<file path="src/uera_pkg.sv">
// shared types and constants of the echo range averager
package uera_pkg;

  // field widths
  localparam int DIST_W   = 18;
  localparam int CNT_W    = 8;
  localparam int SUM_W    = 26;

  // speed of sound as 0.0343 cm/us in 1/256 cm, after halving the round trip
  localparam int          SPEED_W      = 12;
  localparam int          SPEED_SHIFT  = 8;
  localparam logic [SPEED_W-1:0] SPEED_FACTOR = 12'd2248;

  // configuration register indexes
  localparam int CFG_IDX_W = 2;
  typedef enum logic [CFG_IDX_W-1:0] {
    CFG_SAMPLE_COUNT    = 2'd0,
    CFG_MIN_DISTANCE    = 2'd1,
    CFG_MAX_DISTANCE    = 2'd2,
    CFG_OFFSET_DISTANCE = 2'd3
  } cfg_reg_t;

  // reset values of the configuration registers
  localparam logic [CNT_W-1:0]  RST_SAMPLE_COUNT    = 8'd1;
  localparam logic [DIST_W-1:0] RST_MIN_DISTANCE    = 18'd5120;
  localparam logic [DIST_W-1:0] RST_MAX_DISTANCE    = 18'd153600;
  localparam logic [DIST_W-1:0] RST_OFFSET_DISTANCE = 18'd0;

  // one finished batch handed from the front to the divider
  typedef struct packed {
    logic [SUM_W-1:0] sum;
    logic [CNT_W-1:0] valid_cnt;
    logic [CNT_W-1:0] err_cnt;
  } batch_t;

  // divider sequencer states
  typedef enum logic [1:0] {
    ST_IDLE,
    ST_DIV,
    ST_DONE
  } div_state_t;

endpackage

</file>
<file path="src/uera_front.sv">
// front end: echo width to distance, range checks and batch accumulation
module uera_front #(
  parameter int ECHO_WIDTH_BITS = 15
) (
  input  logic                         clk,
  input  logic                         rst_n,
  input  logic [ECHO_WIDTH_BITS-1:0]   in_echo_width,
  input  logic                         in_echo_seen,
  input  logic                         in_push,
  output logic                         in_full,
  input  logic [uera_pkg::CNT_W-1:0]   sample_count,
  input  logic [uera_pkg::DIST_W-1:0]  min_distance,
  input  logic [uera_pkg::DIST_W-1:0]  max_distance,
  input  logic [uera_pkg::DIST_W-1:0]  offset_distance,
  output uera_pkg::batch_t             batch,
  output logic                         batch_push,
  input  logic                         q_full
);
  import uera_pkg::*;

  localparam int HALF_W = ECHO_WIDTH_BITS - 1;
  localparam int PROD_W = HALF_W + SPEED_W;
  localparam int DW     = PROD_W - SPEED_SHIFT;
  localparam int CMP_W  = (DW > DIST_W) ? DW : DIST_W;

  logic              s1_valid_r, s1_valid_nxt;
  logic [PROD_W-1:0] prod_r, prod_nxt;
  logic              seen_r;
  logic [SUM_W-1:0]  sum_r, sum_nxt;
  logic [CNT_W-1:0]  taken_r, taken_nxt;
  logic [CNT_W-1:0]  err_r, err_nxt;

  logic              accept, advance, stall;
  logic [DW-1:0]     raw_dist;
  logic [CMP_W-1:0]  dist_c, min_c, max_c, off_c, adj;
  logic              off_on, ok, batch_end;
  logic [SUM_W-1:0]  add, sum_new;
  logic [CNT_W-1:0]  err_new, taken_new;

  // stage one: halve the width and scale by the speed factor
  assign accept   = in_push && !in_full;
  assign prod_nxt = PROD_W'(in_echo_width[ECHO_WIDTH_BITS-1:1]) * PROD_W'(SPEED_FACTOR);

  // stage two: classify the sample and fold it into the batch
  always_comb begin
    raw_dist  = prod_r[PROD_W-1:SPEED_SHIFT];
    dist_c    = CMP_W'(raw_dist);
    min_c     = CMP_W'(min_distance);
    max_c     = CMP_W'(max_distance);
    off_c     = CMP_W'(offset_distance);
    off_on    = (offset_distance != '0);
    ok        = seen_r && (dist_c >= min_c) && (dist_c <= max_c)
                && !(off_on && (dist_c <= off_c));
    adj       = off_on ? (dist_c - off_c) : dist_c;
    add       = ok ? SUM_W'(adj) : '0;
    sum_new   = sum_r + add;
    err_new   = err_r + CNT_W'(!ok);
    taken_new = taken_r + CNT_W'(1);
    batch_end = (taken_new >= sample_count) || (taken_new == '0);
  end

  // a finished batch waits in stage two while the queue is full
  assign stall      = s1_valid_r && batch_end && q_full;
  assign advance    = s1_valid_r && !stall;
  assign in_full    = stall;
  assign batch_push = advance && batch_end;

  always_comb begin
    batch.sum       = sum_new;
    batch.valid_cnt = taken_new - err_new;
    batch.err_cnt   = err_new;
  end

  // next state of the batch counters
  always_comb begin
    s1_valid_nxt = accept ? 1'b1 : (advance ? 1'b0 : s1_valid_r);
    sum_nxt      = sum_r;
    taken_nxt    = taken_r;
    err_nxt      = err_r;
    if (advance) begin
      if (batch_end) begin
        sum_nxt   = '0;
        taken_nxt = '0;
        err_nxt   = '0;
      end else begin
        sum_nxt   = sum_new;
        taken_nxt = taken_new;
        err_nxt   = err_new;
      end
    end
  end

  // control registers
  always_ff @(posedge clk) begin
    if (!rst_n) begin
      s1_valid_r <= 1'b0;
      sum_r      <= '0;
      taken_r    <= '0;
      err_r      <= '0;
    end else begin
      s1_valid_r <= s1_valid_nxt;
      sum_r      <= sum_nxt;
      taken_r    <= taken_nxt;
      err_r      <= err_nxt;
    end
  end

  // stage one payload
  always_ff @(posedge clk) begin
    if (accept) begin
      prod_r <= prod_nxt;
      seen_r <= in_echo_seen;
    end
  end

  // a pushed batch leaves the counters clear
  a_batch_clears: assert property (@(posedge clk) disable iff (!rst_n)
    batch_push |=> (taken_r == '0) && (err_r == '0) && (sum_r == '0))
    else $error("batch counters not cleared after push");

  // stalling only happens with a batch waiting on a full queue
  a_stall_cause: assert property (@(posedge clk) disable iff (!rst_n)
    in_full |-> s1_valid_r && q_full)
    else $error("front stalled without cause");

endmodule

</file>
<file path="src/uera_queue.sv">
// two-entry queue of finished batches between front and divider
module uera_queue (
  input  logic             clk,
  input  logic             rst_n,
  input  logic             q_push,
  input  uera_pkg::batch_t q_din,
  output logic             q_full,
  input  logic             q_pop,
  output logic             q_empty,
  output uera_pkg::batch_t q_head
);
  import uera_pkg::*;

  batch_t       mem_r [2];
  logic         wr_ptr_r, wr_ptr_nxt;
  logic         rd_ptr_r, rd_ptr_nxt;
  logic [1:0]   count_r, count_nxt;
  logic         do_push, do_pop;

  // status and head
  assign q_full  = (count_r == 2'd2);
  assign q_empty = (count_r == 2'd0);
  assign q_head  = mem_r[rd_ptr_r];
  assign do_push = q_push && !q_full;
  assign do_pop  = q_pop && !q_empty;

  // pointer and count update
  always_comb begin
    wr_ptr_nxt = wr_ptr_r ^ do_push;
    rd_ptr_nxt = rd_ptr_r ^ do_pop;
    count_nxt  = count_r + 2'(do_push) - 2'(do_pop);
  end

  always_ff @(posedge clk) begin
    if (!rst_n) begin
      wr_ptr_r <= 1'b0;
      rd_ptr_r <= 1'b0;
      count_r  <= 2'd0;
    end else begin
      wr_ptr_r <= wr_ptr_nxt;
      rd_ptr_r <= rd_ptr_nxt;
      count_r  <= count_nxt;
    end
  end

  // entry storage
  always_ff @(posedge clk) begin
    if (do_push) begin
      mem_r[wr_ptr_r] <= q_din;
    end
  end

  // never more entries than slots
  a_count_bound: assert property (@(posedge clk) disable iff (!rst_n)
    count_r != 2'd3)
    else $error("queue count out of range");

  // the front never pushes into a full queue
  a_no_overflow: assert property (@(posedge clk) disable iff (!rst_n)
    q_push |-> !q_full)
    else $error("push into full queue");

endmodule

</file>
<file path="src/uera_back.sv">
// back end: restoring divider for the batch mean and the result register
module uera_back (
  input  logic                        clk,
  input  logic                        rst_n,
  input  logic                        q_empty,
  input  uera_pkg::batch_t            q_head,
  output logic                        q_pop,
  output logic                        out_empty,
  input  logic                        out_pop,
  output logic [uera_pkg::DIST_W-1:0] out_mean_distance,
  output logic [uera_pkg::CNT_W-1:0]  out_valid_count,
  output logic [uera_pkg::CNT_W-1:0]  out_error_count,
  output logic                        out_none_valid
);
  import uera_pkg::*;

  localparam int IT_W = $clog2(SUM_W);
  localparam logic [IT_W-1:0] IT_LAST = IT_W'(SUM_W - 1);

  div_state_t        state_r, state_nxt;
  logic [SUM_W-1:0]  quo_r, quo_nxt;
  logic [CNT_W-1:0]  rem_r, rem_nxt;
  logic [CNT_W-1:0]  div_r;
  logic [CNT_W-1:0]  err_r;
  logic [IT_W-1:0]   it_r, it_nxt;
  logic              out_valid_r, out_valid_nxt;
  logic [DIST_W-1:0] mean_r;
  logic [CNT_W-1:0]  vcnt_r, ecnt_r;
  logic              none_r;

  logic              job_take, div_step, out_load, out_take;
  logic [CNT_W:0]    shifted, diff;
  logic              ge;

  // one quotient bit per cycle
  always_comb begin
    shifted = {rem_r, quo_r[SUM_W-1]};
    diff    = shifted - {1'b0, div_r};
    ge      = (shifted >= {1'b0, div_r});
  end

  // next state
  always_comb begin
    state_nxt = state_r;
    case (state_r)
      ST_IDLE: if (!q_empty) state_nxt = ST_DIV;
      ST_DIV:  if (it_r == IT_LAST) state_nxt = ST_DONE;
      ST_DONE: if (!out_valid_r || out_pop) state_nxt = ST_IDLE;
      default: state_nxt = ST_IDLE;
    endcase
  end

  // sequencer outputs
  always_comb begin
    job_take = 1'b0;
    div_step = 1'b0;
    out_load = 1'b0;
    case (state_r)
      ST_IDLE: job_take = !q_empty;
      ST_DIV:  div_step = 1'b1;
      ST_DONE: out_load = !out_valid_r || out_pop;
      default: ;
    endcase
  end

  assign q_pop    = job_take;
  assign out_take = out_pop && out_valid_r;

  // divider datapath next values
  always_comb begin
    quo_nxt = quo_r;
    rem_nxt = rem_r;
    it_nxt  = it_r;
    if (job_take) begin
      quo_nxt = q_head.sum;
      rem_nxt = '0;
      it_nxt  = '0;
    end else if (div_step) begin
      quo_nxt = {quo_r[SUM_W-2:0], ge};
      rem_nxt = ge ? diff[CNT_W-1:0] : shifted[CNT_W-1:0];
      it_nxt  = it_r + IT_W'(1);
    end
  end

  // result register occupancy
  always_comb begin
    out_valid_nxt = out_valid_r;
    if (out_load) begin
      out_valid_nxt = 1'b1;
    end else if (out_take) begin
      out_valid_nxt = 1'b0;
    end
  end

  // control registers
  always_ff @(posedge clk) begin
    if (!rst_n) begin
      state_r     <= ST_IDLE;
      it_r        <= '0;
      out_valid_r <= 1'b0;
    end else begin
      state_r     <= state_nxt;
      it_r        <= it_nxt;
      out_valid_r <= out_valid_nxt;
    end
  end

  // divider payload
  always_ff @(posedge clk) begin
    quo_r <= quo_nxt;
    rem_r <= rem_nxt;
    if (job_take) begin
      div_r <= q_head.valid_cnt;
      err_r <= q_head.err_cnt;
    end
  end

  // result payload, zero mean when no sample passed
  always_ff @(posedge clk) begin
    if (out_load) begin
      mean_r <= (div_r == '0) ? '0 : quo_r[DIST_W-1:0];
      vcnt_r <= div_r;
      ecnt_r <= err_r;
      none_r <= (div_r == '0);
    end
  end

  assign out_empty         = !out_valid_r;
  assign out_mean_distance = mean_r;
  assign out_valid_count   = vcnt_r;
  assign out_error_count   = ecnt_r;
  assign out_none_valid    = none_r;

  // the last quotient bit leads to the result handoff
  a_div_ends: assert property (@(posedge clk) disable iff (!rst_n)
    (state_r == ST_DIV) && (it_r == IT_LAST) |=> state_r == ST_DONE)
    else $error("divider did not finish after last bit");

  // a loaded result is shown in the next cycle
  a_load_shows: assert property (@(posedge clk) disable iff (!rst_n)
    out_load |=> !out_empty)
    else $error("loaded result not visible");

endmodule

</file>
<file path="src/ultrasonic_echo_range_averager_top.sv">
// top level of the ultrasonic echo range averager
//
// Input channel: one echo beat per push (in_echo_width in microseconds,
// in_echo_seen low on timeout), taken when in_push is high and in_full low.
// Each beat is scaled to a distance in 1/256 cm, range checked, offset
// adjusted and folded into the current batch. After sample_count beats (one if
// sample_count is zero) a batch closes and its mean is computed.
// Result channel: one beat per batch (mean, valid and error counts, no-valid
// flag), shown while out_empty is low and taken with out_pop.
// Configuration: cfg_valid/cfg_ready write channel, cfg_ready always high;
// write only while the block is idle.
// Throughput: the front takes one sample per cycle while in_full is low.
// The divider works on one batch at a time (one load step, 26 quotient
// bits, one handoff), so batches closing faster than it finishes them
// fill the two-entry batch queue and then hold in_full high.
// Reset clears the batch counters, queue, divider and result register and
// restores the configuration defaults. A stalled result receiver holds
// the result register and divider; the queue and front keep working until full.
module ultrasonic_echo_range_averager_top #(
  parameter int ECHO_WIDTH_BITS = 15
) (
  input  logic                                clk,
  input  logic                                rst_n,
  input  logic [ECHO_WIDTH_BITS-1:0]          in_echo_width,
  input  logic                                in_echo_seen,
  input  logic                                in_push,
  output logic                                in_full,
  output logic [uera_pkg::DIST_W-1:0]         out_mean_distance,
  output logic [uera_pkg::CNT_W-1:0]          out_valid_count,
  output logic [uera_pkg::CNT_W-1:0]          out_error_count,
  output logic                                out_none_valid,
  output logic                                out_empty,
  input  logic                                out_pop,
  input  logic                                cfg_valid,
  output logic                                cfg_ready,
  input  logic [uera_pkg::CFG_IDX_W-1:0]      cfg_index,
  input  logic [uera_pkg::DIST_W-1:0]         cfg_data
);
  import uera_pkg::*;

  logic [CNT_W-1:0]  sample_count_r, sample_count_nxt;
  logic [DIST_W-1:0] min_distance_r, min_distance_nxt;
  logic [DIST_W-1:0] max_distance_r, max_distance_nxt;
  logic [DIST_W-1:0] offset_distance_r, offset_distance_nxt;

  batch_t batch, q_head;
  logic   batch_push, q_full, q_empty, q_pop;

  // configuration register writes
  assign cfg_ready = 1'b1;

  always_comb begin
    sample_count_nxt    = sample_count_r;
    min_distance_nxt    = min_distance_r;
    max_distance_nxt    = max_distance_r;
    offset_distance_nxt = offset_distance_r;
    if (cfg_valid && cfg_ready) begin
      case (cfg_reg_t'(cfg_index))
        CFG_SAMPLE_COUNT:    sample_count_nxt    = cfg_data[CNT_W-1:0];
        CFG_MIN_DISTANCE:    min_distance_nxt    = cfg_data;
        CFG_MAX_DISTANCE:    max_distance_nxt    = cfg_data;
        CFG_OFFSET_DISTANCE: offset_distance_nxt = cfg_data;
        default: ;
      endcase
    end
  end

  always_ff @(posedge clk) begin
    if (!rst_n) begin
      sample_count_r    <= RST_SAMPLE_COUNT;
      min_distance_r    <= RST_MIN_DISTANCE;
      max_distance_r    <= RST_MAX_DISTANCE;
      offset_distance_r <= RST_OFFSET_DISTANCE;
    end else begin
      sample_count_r    <= sample_count_nxt;
      min_distance_r    <= min_distance_nxt;
      max_distance_r    <= max_distance_nxt;
      offset_distance_r <= offset_distance_nxt;
    end
  end

  // sample front end
  uera_front #(
    .ECHO_WIDTH_BITS (ECHO_WIDTH_BITS)
  ) u_front (
    .clk             (clk),
    .rst_n           (rst_n),
    .in_echo_width   (in_echo_width),
    .in_echo_seen    (in_echo_seen),
    .in_push         (in_push),
    .in_full         (in_full),
    .sample_count    (sample_count_r),
    .min_distance    (min_distance_r),
    .max_distance    (max_distance_r),
    .offset_distance (offset_distance_r),
    .batch           (batch),
    .batch_push      (batch_push),
    .q_full          (q_full)
  );

  // batch queue
  uera_queue u_queue (
    .clk     (clk),
    .rst_n   (rst_n),
    .q_push  (batch_push),
    .q_din   (batch),
    .q_full  (q_full),
    .q_pop   (q_pop),
    .q_empty (q_empty),
    .q_head  (q_head)
  );

  // mean divider and result register
  uera_back u_back (
    .clk               (clk),
    .rst_n             (rst_n),
    .q_empty           (q_empty),
    .q_head            (q_head),
    .q_pop             (q_pop),
    .out_empty         (out_empty),
    .out_pop           (out_pop),
    .out_mean_distance (out_mean_distance),
    .out_valid_count   (out_valid_count),
    .out_error_count   (out_error_count),
    .out_none_valid    (out_none_valid)
  );

endmodule

</file>
<file path="config.mk">
export PLATFORM = sky130hd
export DESIGN_NAME = ultrasonic_echo_range_averager_top
export DESIGN_NICKNAME = d
export VERILOG_FILES = /design/src/uera_pkg.sv /design/src/uera_front.sv /design/src/uera_queue.sv /design/src/uera_back.sv /design/src/ultrasonic_echo_range_averager_top.sv
export SDC_FILE = /design/constraint.sdc
export NUM_CORES = 1
export LEC_CHECK = 0
export ABC_AREA = 1
export BUFFER_PORTS_ARGS = -buffer_cell sky130_fd_sc_hd__buf_2
export CAP_MARGIN = 10
export CORE_UTILIZATION = 57
export CTS_CLUSTER_DIAMETER = 100
export DETAILED_ROUTE_END_ITERATION = 6
export PLACE_DENSITY = 0.76
export SYNTH_ARGS = -nofsm -noshare
export SYNTH_HDL_FRONTEND = slang
export SYNTH_SLANG_ARGS = --single-unit
</file>
<file path="constraint.sdc">
create_clock -name clk -period 3.8 [get_ports clk]
set_input_delay 0.38 -clock clk [delete_from_list [all_inputs] [get_ports clk]]
set_output_delay 0.38 -clock clk [all_outputs]
set_load 0.02 [all_outputs]
</file>
# Yosys cells after proc, flatten, opt, wreduce, memory -nomap -nowiden
# Memory sizes are Yosys's and may differ from the RTL's. A register that Yosys moved wholly into a read port is not among the register bits.
# Cells that the tools add are included.
# W data, S select, Z words.
dict set report totals {
  ff_bits 226
  ramBits 84
  output_inout_bits 38
  wordCells 110
  memories 1
}
# name words width read_ports rd_ports_with_merged_regs write_ports line_no
set mem_list {}
lappend mem_list {u_queue.mem_r 2 42 1 1 1 uera_queue.sv:14} ;# batch_t mem_r [2];
dict set report op_classes {
  addsub 9
  n_mul 1
  magnitude_cmp 5
  n_eq_ne 10
  muxes 22
  bitwise_logic 3
  reduce_logical 35
}
# op count
set op_table {}
lappend op_table {{$mux W26} 3}
lappend op_table {{$le A18 B18 Y1} 2}
lappend op_table {{$mux W18} 2}
lappend op_table {{$add A26 B26 Y26} 1}
lappend op_table {{$mux W8} 3}
lappend op_table {{$mul A14 B9 Y23 const B} 1}
lappend op_table {{$ge A18 B18 Y1} 1}
lappend op_table {{$reduce_bool A18 Y1} 1}
lappend op_table {{$sub A18 B18 Y18} 1}
lappend op_table {{$logic_not A8 Y1} 2}
lappend op_table {{$sub A8 B8 Y8} 2}
lappend op_table {{$logic_and A1 B1 Y1} 12}
lappend op_table {{$mux W1} 10}
lappend op_table {{$ge A9 B8 Y1} 1}
lappend op_table {{$add A8 B1 Y8} 1}
lappend op_table {{$add A8 B1 Y8 const B} 1}
lappend op_table {{$eq A2 B2 Y1 const B} 4}
lappend op_table {{$ge A8 B8 Y1} 1}
lappend op_table {{$reduce_and A2 Y1} 4}
lappend op_table {{$logic_not A1 Y1} 6}
lappend op_table {{$logic_not A2 Y1} 3}
lappend op_table {{$mux W2} 3}
lappend op_table {{$pmux W2 S3} 1}
lappend op_table {{$reduce_bool A2 Y1} 3}
lappend op_table {{12 further kinds} 16}

# Depth between registers and ports, before layout
# Gate-level depths: netlist (run 1).
dict set report logic_depth {
  depth_word 11
  mapped_depth 30
  ltp_nobuf 29
}

# Cells and area by module
# From an unflattened synthesis (run 1), not the netlist that was laid out.
dict set report hier_totals {
  cells_unflattened 2223
  hier_area_um2 18811.8
}
# mod instances cells_each area_each_um2 seq_area_each_um2
set by_module_without_submodules {}
lappend by_module_without_submodules {uera_front 1 1303 8734.6 1431.4}
lappend by_module_without_submodules {uera_back 1 361 4040.1 2632.5}
lappend by_module_without_submodules {uera_queue 1 168 3497.1 2622.5}
lappend by_module_without_submodules {ultrasonic_echo_range_averager_top 1 391 2539.9 1241.2}

# Worst setup path before layout (run 1)
# No wires, ideal clock.
dict set report synth_path {
  path_type {register to register}
  startpoint {register u_front.taken_r[0]}
  endpoint {memory u_queue.mem_r[1][0] (netlist bit), enable pin}
  setup_ps 404
  arrival_ps 3313
  t_required_ps 3396
  setup_slack_ps 84
  stages_incl_launch_ff 16
  n_path_buf 1
  synth_period_minus_slack_ps 3716
  cell_sequence {dfxtp_1 > nand3_2 > nor2_2 > nand3_1 > nand2_1 > inv_1 > ha_1 > a21oi_1 > o21ai_0 > nor2_1 > nand2_4 > nand3_4 > nand2_4 > buf_6 > a21oi_1 > ha_1}
}
dict set report synth_via {
  elab_chain_len 11
  word_cells_on_any_way 12
}
# element line_no
set synth_lines {}
lappend synth_lines {{start: declaration} uera_front.sv:30} ;# logic [CNT_W-1:0] taken_r, taken_nxt;
lappend synth_lines {{start signal: assignment} uera_front.sv:103} ;# taken_r <= taken_nxt;
lappend synth_lines {{$add A8 B1 Y8 *} uera_front.sv:58} ;# taken_new = taken_r + CNT_W'(1);
lappend synth_lines {{$ge A8 B8 Y1 / $logic_not A8 Y1 (equally long branches)} uera_front.sv:59} ;# batch_end = (taken_new >= sample_count) || (taken_new == '0);
lappend synth_lines {{$logic_or A1 B1 Y1 *} uera_front.sv:59}
lappend synth_lines {{$logic_and A1 B1 Y1 (2 in series)} uera_front.sv:63} ;# assign stall = s1_valid_r && batch_end && q_full;
lappend synth_lines {{$logic_not A1 Y1} uera_front.sv:64} ;# assign advance = s1_valid_r && !stall;
lappend synth_lines {{$logic_and A1 B1 Y1} uera_front.sv:64}
lappend synth_lines {{$logic_and A1 B1 Y1 *} uera_front.sv:66} ;# assign batch_push = advance && batch_end;
lappend synth_lines {{$logic_and A1 B1 Y1 *} uera_queue.sv:24} ;# assign do_push = q_push && !q_full;
lappend synth_lines {{$mux W1 *} uera_queue.sv:48} ;# if (do_push) begin
lappend synth_lines {{$mux W1 (implied by the code) *} uera_queue.sv:49} ;# mem_r[wr_ptr_r] <= q_din;
lappend synth_lines {{end: declaration} uera_queue.sv:14}
# Mark *: on every way between the ends. The rest lies on a longest branch, timed or not.

==> results.md, run 1 <==
* Outcome: completed
* Fill count at approximately 2200
* YS warnings at 0
* Number of DRC markers in iteration 0 at approximately 920
* DPL Wire Length at 29.3 mm
* Initial antenna violation count at 0
* Clock root buffer: clkbuf_16
* CP arrival at between 4 and 5 ns
* DP Cell Count at between 2000 and 3000
* Final core utilization at a little over two thirds
* Crit path from: u_front.prod_r[13]
* Slew HR at 31.1%
* IO Pins at ~80
* Drt wl/cell at 15.7 um
* WP data required at roughly 4.3 ns
* Synthesized area at 17600 um2
* Commonest cells post-synth: 420 x nand2_1, 334 x inv_1, 180 x edfxtp_1, 175 x a21oi_1, 164 x ha_1
* CP Capture Point: u_front.sum_r[18]
* Drc violations at 0
* Final Power at around 13 mW
* Reg-to-Reg End: u_front.sum_r[18]
* Iteration count of the initial detailed-routing pass at 5
* Netlist cell types at a little under 50
* Peak VDD IR at approximately 0.00040 V
* Global Route Usage Sum at about a quarter
* EDFF count, synth at 180
* Slew Limit Fails at 0
* FF+latch count, synth at 306
* Core area at ~30000 um2
* P&R area growth vs syn at 20.1%
* Final setup viols at 0
* CTS tree: yes
* Critical Path Max Stage Delay at slightly below 0.4 ns
* Syn_nets at between 2000 and 2500
* Async set-reset flop share out of synthesis at 0%
* Clock buffer depth at 3
* Reg2Reg Setup Slack at between 0.03 and 0.04 ns
* Crit. End Element: flip-flop
* Fin Clk Skew at roughly 0.022 ns
* Syn avg cell area at between 8 and 9 um2
* Area taken by multi-input logic gates at about 9000 um2
* CTS Hold Bufs at 0
* Die Span Y at around 180 um
* Top cells by area, synth: edfxtp_1 31%, dfxtp_1 14%, ha_1 12%
* Startpoint Class: flip-flop
* Worst R2R Start: u_front.prod_r[13]
* Most numerous cell in the Yosys netlist: nand2_1
* Power Dens Cells at about 630 nW/um2
* Cells after Synth at approximately 2000
* Fin crit period at around 3.8 ns
* Worst-Skew Late Latency at between 0.5 and 0.6 ns
* Global-route wire length before repair at about 65 mm
* RSZ-0062 raised after global routing: yes
* Final Wtd Congestion at roughly 0.94
* F_max at about 0.27 GHz
* Number of buffers added on ports at between 70 and 80
* Seq/Total Area, Yosys at 45.1%
* Hold Crit Class: input pin to flip-flop
* Ys flop type: edfxtp_1
* CTS clk-pin slew, worst paths at approximately 0.06 ns
* Crit-path slowest cell: edfxtp_1
* Post-Route WL at 41.2 mm
* FF-to-FF path depth at 29
* Vias per inst at around 5.5
* Crit share post-route at around 100%
* CTS Buf Count at 34
* Starting density of the core at between 50% and 60%
* H-tree levels at 2
* Non-Filler Instances at between 2000 and 3000
* Largest net degree at the start of global routing at 56
* Seq. cell area at slightly below 8000 um2
* Share of layout cells above drive strength 1 at approximately 18%
* Hold Vio Cnt, Final at 0
* TritonCTS Sinks at around 310
* ANT nets after route at 0
* Max-cap violations at 0
* Max FO, Critical Path at 5
* Top-area cell type share of the netlist area at between 30% and 40%
* Cell Rows at between 60 and 70
* Leakage power at ~9.4 nW
* Ant diodes at 0
* Nets@finish at roughly 2400
* Die W at 178 um
* Worst Tran Pin Value at around 1.0 ns
* GRT overflow at 0
* DIE AREA at ~32000 um2
* Leading area contributor after synthesis: edfxtp_1
* Via count at 14400
* Critical path class: flip-flop to flip-flop
* Vias in the first global route at 13800
per-layer routing:
metal / GRT usage [%] / vias to the layer above / wire, um
met3: 3.47 / 92 / 1680
met1: 30.5 / 6819 / 17300
met5: 0 / - / 0
li1: - / 7077 / -
met2: 47.0 / 370 / 21000
met4: 8.62 / 0 / 1210
stage by stage:
stage	setup TNS [ns]	cell area [um2]	hold slack (ns)	worst slack (ns)
after floorplan	0	17600	0.400	0.0838
after global placement	0	18900	0.402	0.0261
after detailed placement	-0.155	18900	0.405	-0.0321
after CTS	0	20100	0.0206	0.000173
after global routing	-7.08	21100	0.0282	-0.193
final	0	21100	0.0352	0.0351
power by group:
group	total [mW]	switching, mW	internal, mW
logic	5.13	3.05	2.09
registers	4.66	0.340	4.32
clock network	3.43	1.41	2.02
how the worst min path moves through the flow:
stage | start | endpoint | slack (ns) | cells past startpoint
after global placement | u_back.err_r[2] | u_back.out_error_count[2] | 0.40 | 0
after detailed placement | u_back.err_r[6] | u_back.out_error_count[6] | 0.41 | 0
after CTS | in_echo_seen | u_front.seen_r | 0.02 | 1
final | in_echo_seen | u_front.seen_r | 0.04 | 1
after global routing | in_echo_seen | u_front.seen_r | 0.03 | 1
after floorplan | u_back.err_r[0] | u_back.out_error_count[0] | 0.40 | 0
placed cells by master, fill, tap and decap left out, types with 8 or more instances in the layout:
cell type    n
nand2_1    380
inv_1      326
edfxtp_1   180
a21oi_1    161
nor2_1     135
ha_1       130
o21ai_0    126
dfxtp_1    125
buf_4      103
buf_2       76
nand3_1     73
nand2_2     37
xor2_1      37
clkbuf_16   36
ha_4        29
o211ai_1    24
nand4_1     23
fa_1        21
nor2_2      19
mux2_2      16
xnor2_1     15
a21oi_2     12
o21ai_1     10
nor3_1      10
o21bai_1     9
nand3_2      8
inv_2        8
what timing repair did:
action	CTS	global route
gates cloned	0	2
resized for setup	4	162
setup endpoints to repair	10	71
pin swaps	0	54
setup buffers	2	22
registers in the layout, summed over array words and instances, names as in the netlist, 2 cells and up, named ones only:
name / count
u_back.div_r: 8
sample_count_r: 8
u_back.state_r: 2
u_front.err_r: 8
max_distance_r: 18
u_back.out_error_count: 8
u_back.out_valid_count: 8
u_front.taken_r: 8
u_back.rem_r: 8
u_back.it_r: 5
u_queue.count_r: 2
u_front.sum_r: 26
u_back.quo_r: 26
offset_distance_r: 18
u_queue.mem_r: 84
min_distance_r: 18
u_front.prod_r: 18
u_back.out_mean_distance: 18
u_back.err_r: 8
worst max-delay path: cells and delay by family, from the launching register on:
kind | cells | cell delay [ns]
fa+ha+maj | 3 | 0.86
buf+inv | 4 | 0.38
flops | 1 | 0.39
compound gates | 2 | 0.21
simple gates | 20 | 1.87
area by class of cell:
type	count	area share, %
inverter	336	5.97
clock buffer	37	4.08
clock inverter	25	1.49
timing repair buffer	190	6.31
sequential	306	37.6
multi-input combinational	1344	42.3
tap	390	2.31
logic make-up after synthesis:
family / count (synthesis) / synth area share [%]
simple gates: 712 / 16.9
buf+inv: 383 / 8.42
compound gates: 368 / 11.3
flops: 306 / 45.1
fa+ha+maj: 187 / 14.3
xor+xnor: 59 / 2.94
mux: 17 / 1.08
other cells: 1 / 0.0213
No activity file was read; power rests on OpenSTA's default activity.
==> run 2, diff against run 1 <==
- CORE_UTILIZATION: 57 -> 59
- PLACE_DENSITY: 0.76 -> 0.75
- clock period: 3.8 -> 4.3 ns (I/O delays scaled with it)
==> run 2 against run 1 <==
Effect of this change: die area decreased by 3.4%; clock skew decreased by 0.0033 ns; total power decreased by 19%; routed wire length decreased by 9.2%; worst setup slack improved by 0.25 ns; sequential share of layout area increased by 3.1 points.
==> results.md, run 2 (synthesis results as in run 1) <==
* Outcome: completed
* ANT nets after route at 0 (unchanged)
* Biggest regs: u_queue.mem_r: 84 flops, u_back.quo_r: 26 flops, u_front.sum_r: 26 flops
* Power Dens Cells at 549 nW/um2 (-12%)
* Max-cap violations at 0 (unchanged)
* DPL Wire Length at 28.3 mm (-3.4%)
* Leakage power at 8.82 nW (-6.3%)
* Final core utilization at 67.3% (-3.2 points)
* Max FO, Critical Path at 4 (-1)
* Final worst setup slack at 0.284 ns (+0.249 ns)
* F_max at 0.249 GHz (-6.2%)
* P&R area growth vs syn at 11.1%
* Crit. End Element: flip-flop
* Core area at 29000 um2 (-3.1%)
* Highest metal used: met4
* CTS clk-pin slew, worst paths at 0.06 ns (about the same)
* Slew Limit Fails at 0 (unchanged)
* Wl on met1 at 16.1 mm (-6.9%)
* Final Power at 10.7 mW (-19%)
* Post-DP Area at 18400 um2 (-2.8%)
* Hold Slack at 0.105 ns (+0.0694 ns)
* Nets@finish at 2347 (-3.8%)
* Via count at 13500 (-5.7%)
* Starting density of the core at 60.6% (+1.9 points)
* Vias in the first global route at 13300 (-3.6%)
* Number of buffers added on ports at 76 (unchanged)
* Ant diodes at 0 (unchanged)
* Initial antenna violation count at 0 (unchanged)
* Fin crit period at 4.02 ns (+0.251 ns)
* Hold Crit Class: input pin to flip-flop
* CTS Buf Count at 34 (unchanged)
* Final Wtd Congestion at 0.911 (-2.9%)
* H-tree levels at 2 (unchanged)
* Startpoint Class: flip-flop
* Drt wl/cell at 14.8 um (-5.7%)
* CTS tree: yes
* Leading cell type in the layout, fill and taps excluded: nand2_1
* Seq. cell area at 7930 um2 (unchanged)
* RSZ-0062 raised after global routing: no
* Die Span Y at 175 um (-1.7%)
* Post-Route WL at 37.4 mm (-9.2%)
* Share of layout cells above drive strength 1 at 8.90% (-9.5 points)
* Peak VDD IR at 0.000409 V (+2.8%)
* Most frequent cells in the layout: 418 x nand2_1, 334 x inv_1, 180 x edfxtp_1, 174 x a21oi_1, 162 x ha_1
* Largest net degree at the start of global routing at 70 (+25%)
* DP Cell Count at 2467 (-2.9%)
* Final setup viols at 0 (unchanged)
* Pre-CTS setup slack at 0.286 ns (+0.318 ns)
* Worst Tran Pin Value at 1.01 ns (-0.0217 ns)
* Vias per inst at 5.35 (-2.0%)
* Clock root buffer: clkbuf_16
* Iteration count of the initial detailed-routing pass at 5 (unchanged)
* Fin Clk Skew at 0.0192 ns (-0.00326 ns)
* Worst-Skew Late Latency at 0.51 ns (-0.02 ns)
* Drc violations at 0 (unchanged)
* Slew HR at 32.7% (+1.6 points)
* Fill count at 2393 (+8.6%)
* Crit share post-route at 93.4% (-5.7 points)
* Number of DRC markers in iteration 0 at 854 (-7.5%)
* Area taken by multi-input logic gates at 8200 um2 (-8.1%)
* Met3 WL at 1.59 mm (-4.8%)
* Global-route wire length before repair at 62.3 mm (-3.6%)
* Global Route Usage Sum at 25.0% (-0.56 points)
* Die W at 175 um (-1.7%)
* Setup_tns at 0 ns (unchanged)
* Clock buffer depth at 3 (unchanged)
* IO Pins at 79 (unchanged)
* DIE AREA at 30500 um2 (-3.4%)
* Largest reg by FF count: u_queue.mem_r
* WP data required at 4.74 ns (+0.49 ns)
* GRT overflow at 0 (unchanged)
* Hold Vio Cnt, Final at 0 (unchanged)
* Non-Filler Instances at 2529 (-3.8%)
* Cell Rows at 62 (-1.6%)
* Max reg flops at 84 (unchanged)
* CTS Hold Bufs at 0 (unchanged)
* CP arrival at 4.45 ns (+0.24 ns)
* Post-route cell area at 19500 um2 (-7.5%)
* Metal2 WL at 18.7 mm (-11%)
* TritonCTS Sinks at 306 (unchanged)
* Critical path class: flip-flop to flip-flop
==> run 2: power breakdown <==
group	switching, mW	internal (mW)	leakage (nW)
logic	2.43	1.35	5.57
clock network	1.17	1.65	0.540
registers	0.295	3.82	2.72
total	3.90	6.82	8.82
==> run 2: worst max-delay path: stages (launching register included) <==
cell,delay [ns]
edfxtp_1,0.51
ha_1,0.36
nand2_1,0.05
inv_1,0.10
nand2_1,0.09
nor2_1,0.17
nand4_1,0.12
nand4_1,0.12
nand2_1,0.11
inv_1,0.10
nand3_2,0.09
nor2_1,0.12
ha_1,0.22
inv_1,0.07
fa_1,0.40
nand3b_1,0.18
nand2_1,0.13
nand2_1,0.08
nand2_2,0.13
nand2_1,0.09
nand2_1,0.12
xor2_1,0.35
nand2_1,0.09
a21oi_1,0.14
==> run 2: worst paths after layout <==
path                 startpoint                   endpoint  depth (start not counted)  slack (ns)
max          u_front.prod_r[25]          u_front.sum_r[12]                         23        0.28
min                in_echo_seen             u_front.seen_r                          1        0.10
max reg2reg  u_front.prod_r[25]          u_front.sum_r[12]                         23        0.28
min reg2reg     u_back.err_r[1]  u_back.out_error_count[1]                          0        0.42
==> run 2: metal layers <==
metal / vias to the layer above / GRT usage (%)
met2: 304 / 45.7
met4: 0 / 7.57
met3: 75 / 3.33
met1: 6274 / 30.6
met5: - / 0
li1: 6886 / -
==> run 2: repair_timing <==
item / in CTS / in global routing
gates resized for setup: 0 / 6
buffers inserted: 0 / 0
setup endpoints to repair: 0 / 13
==> run 2: final cells by class <==
| type | count | share of cell area (%) |
|---|---|---|
| Clock buffer | 48 | 4.94 |
| Clock inverter | 14 | 0.673 |
| Inverter | 336 | 6.46 |
| Multi-Input combinational cell | 1344 | 42.0 |
| Sequential cell | 306 | 40.6 |
| Tap cell | 384 | 2.46 |
| Timing Repair Buffer | 97 | 2.82 |
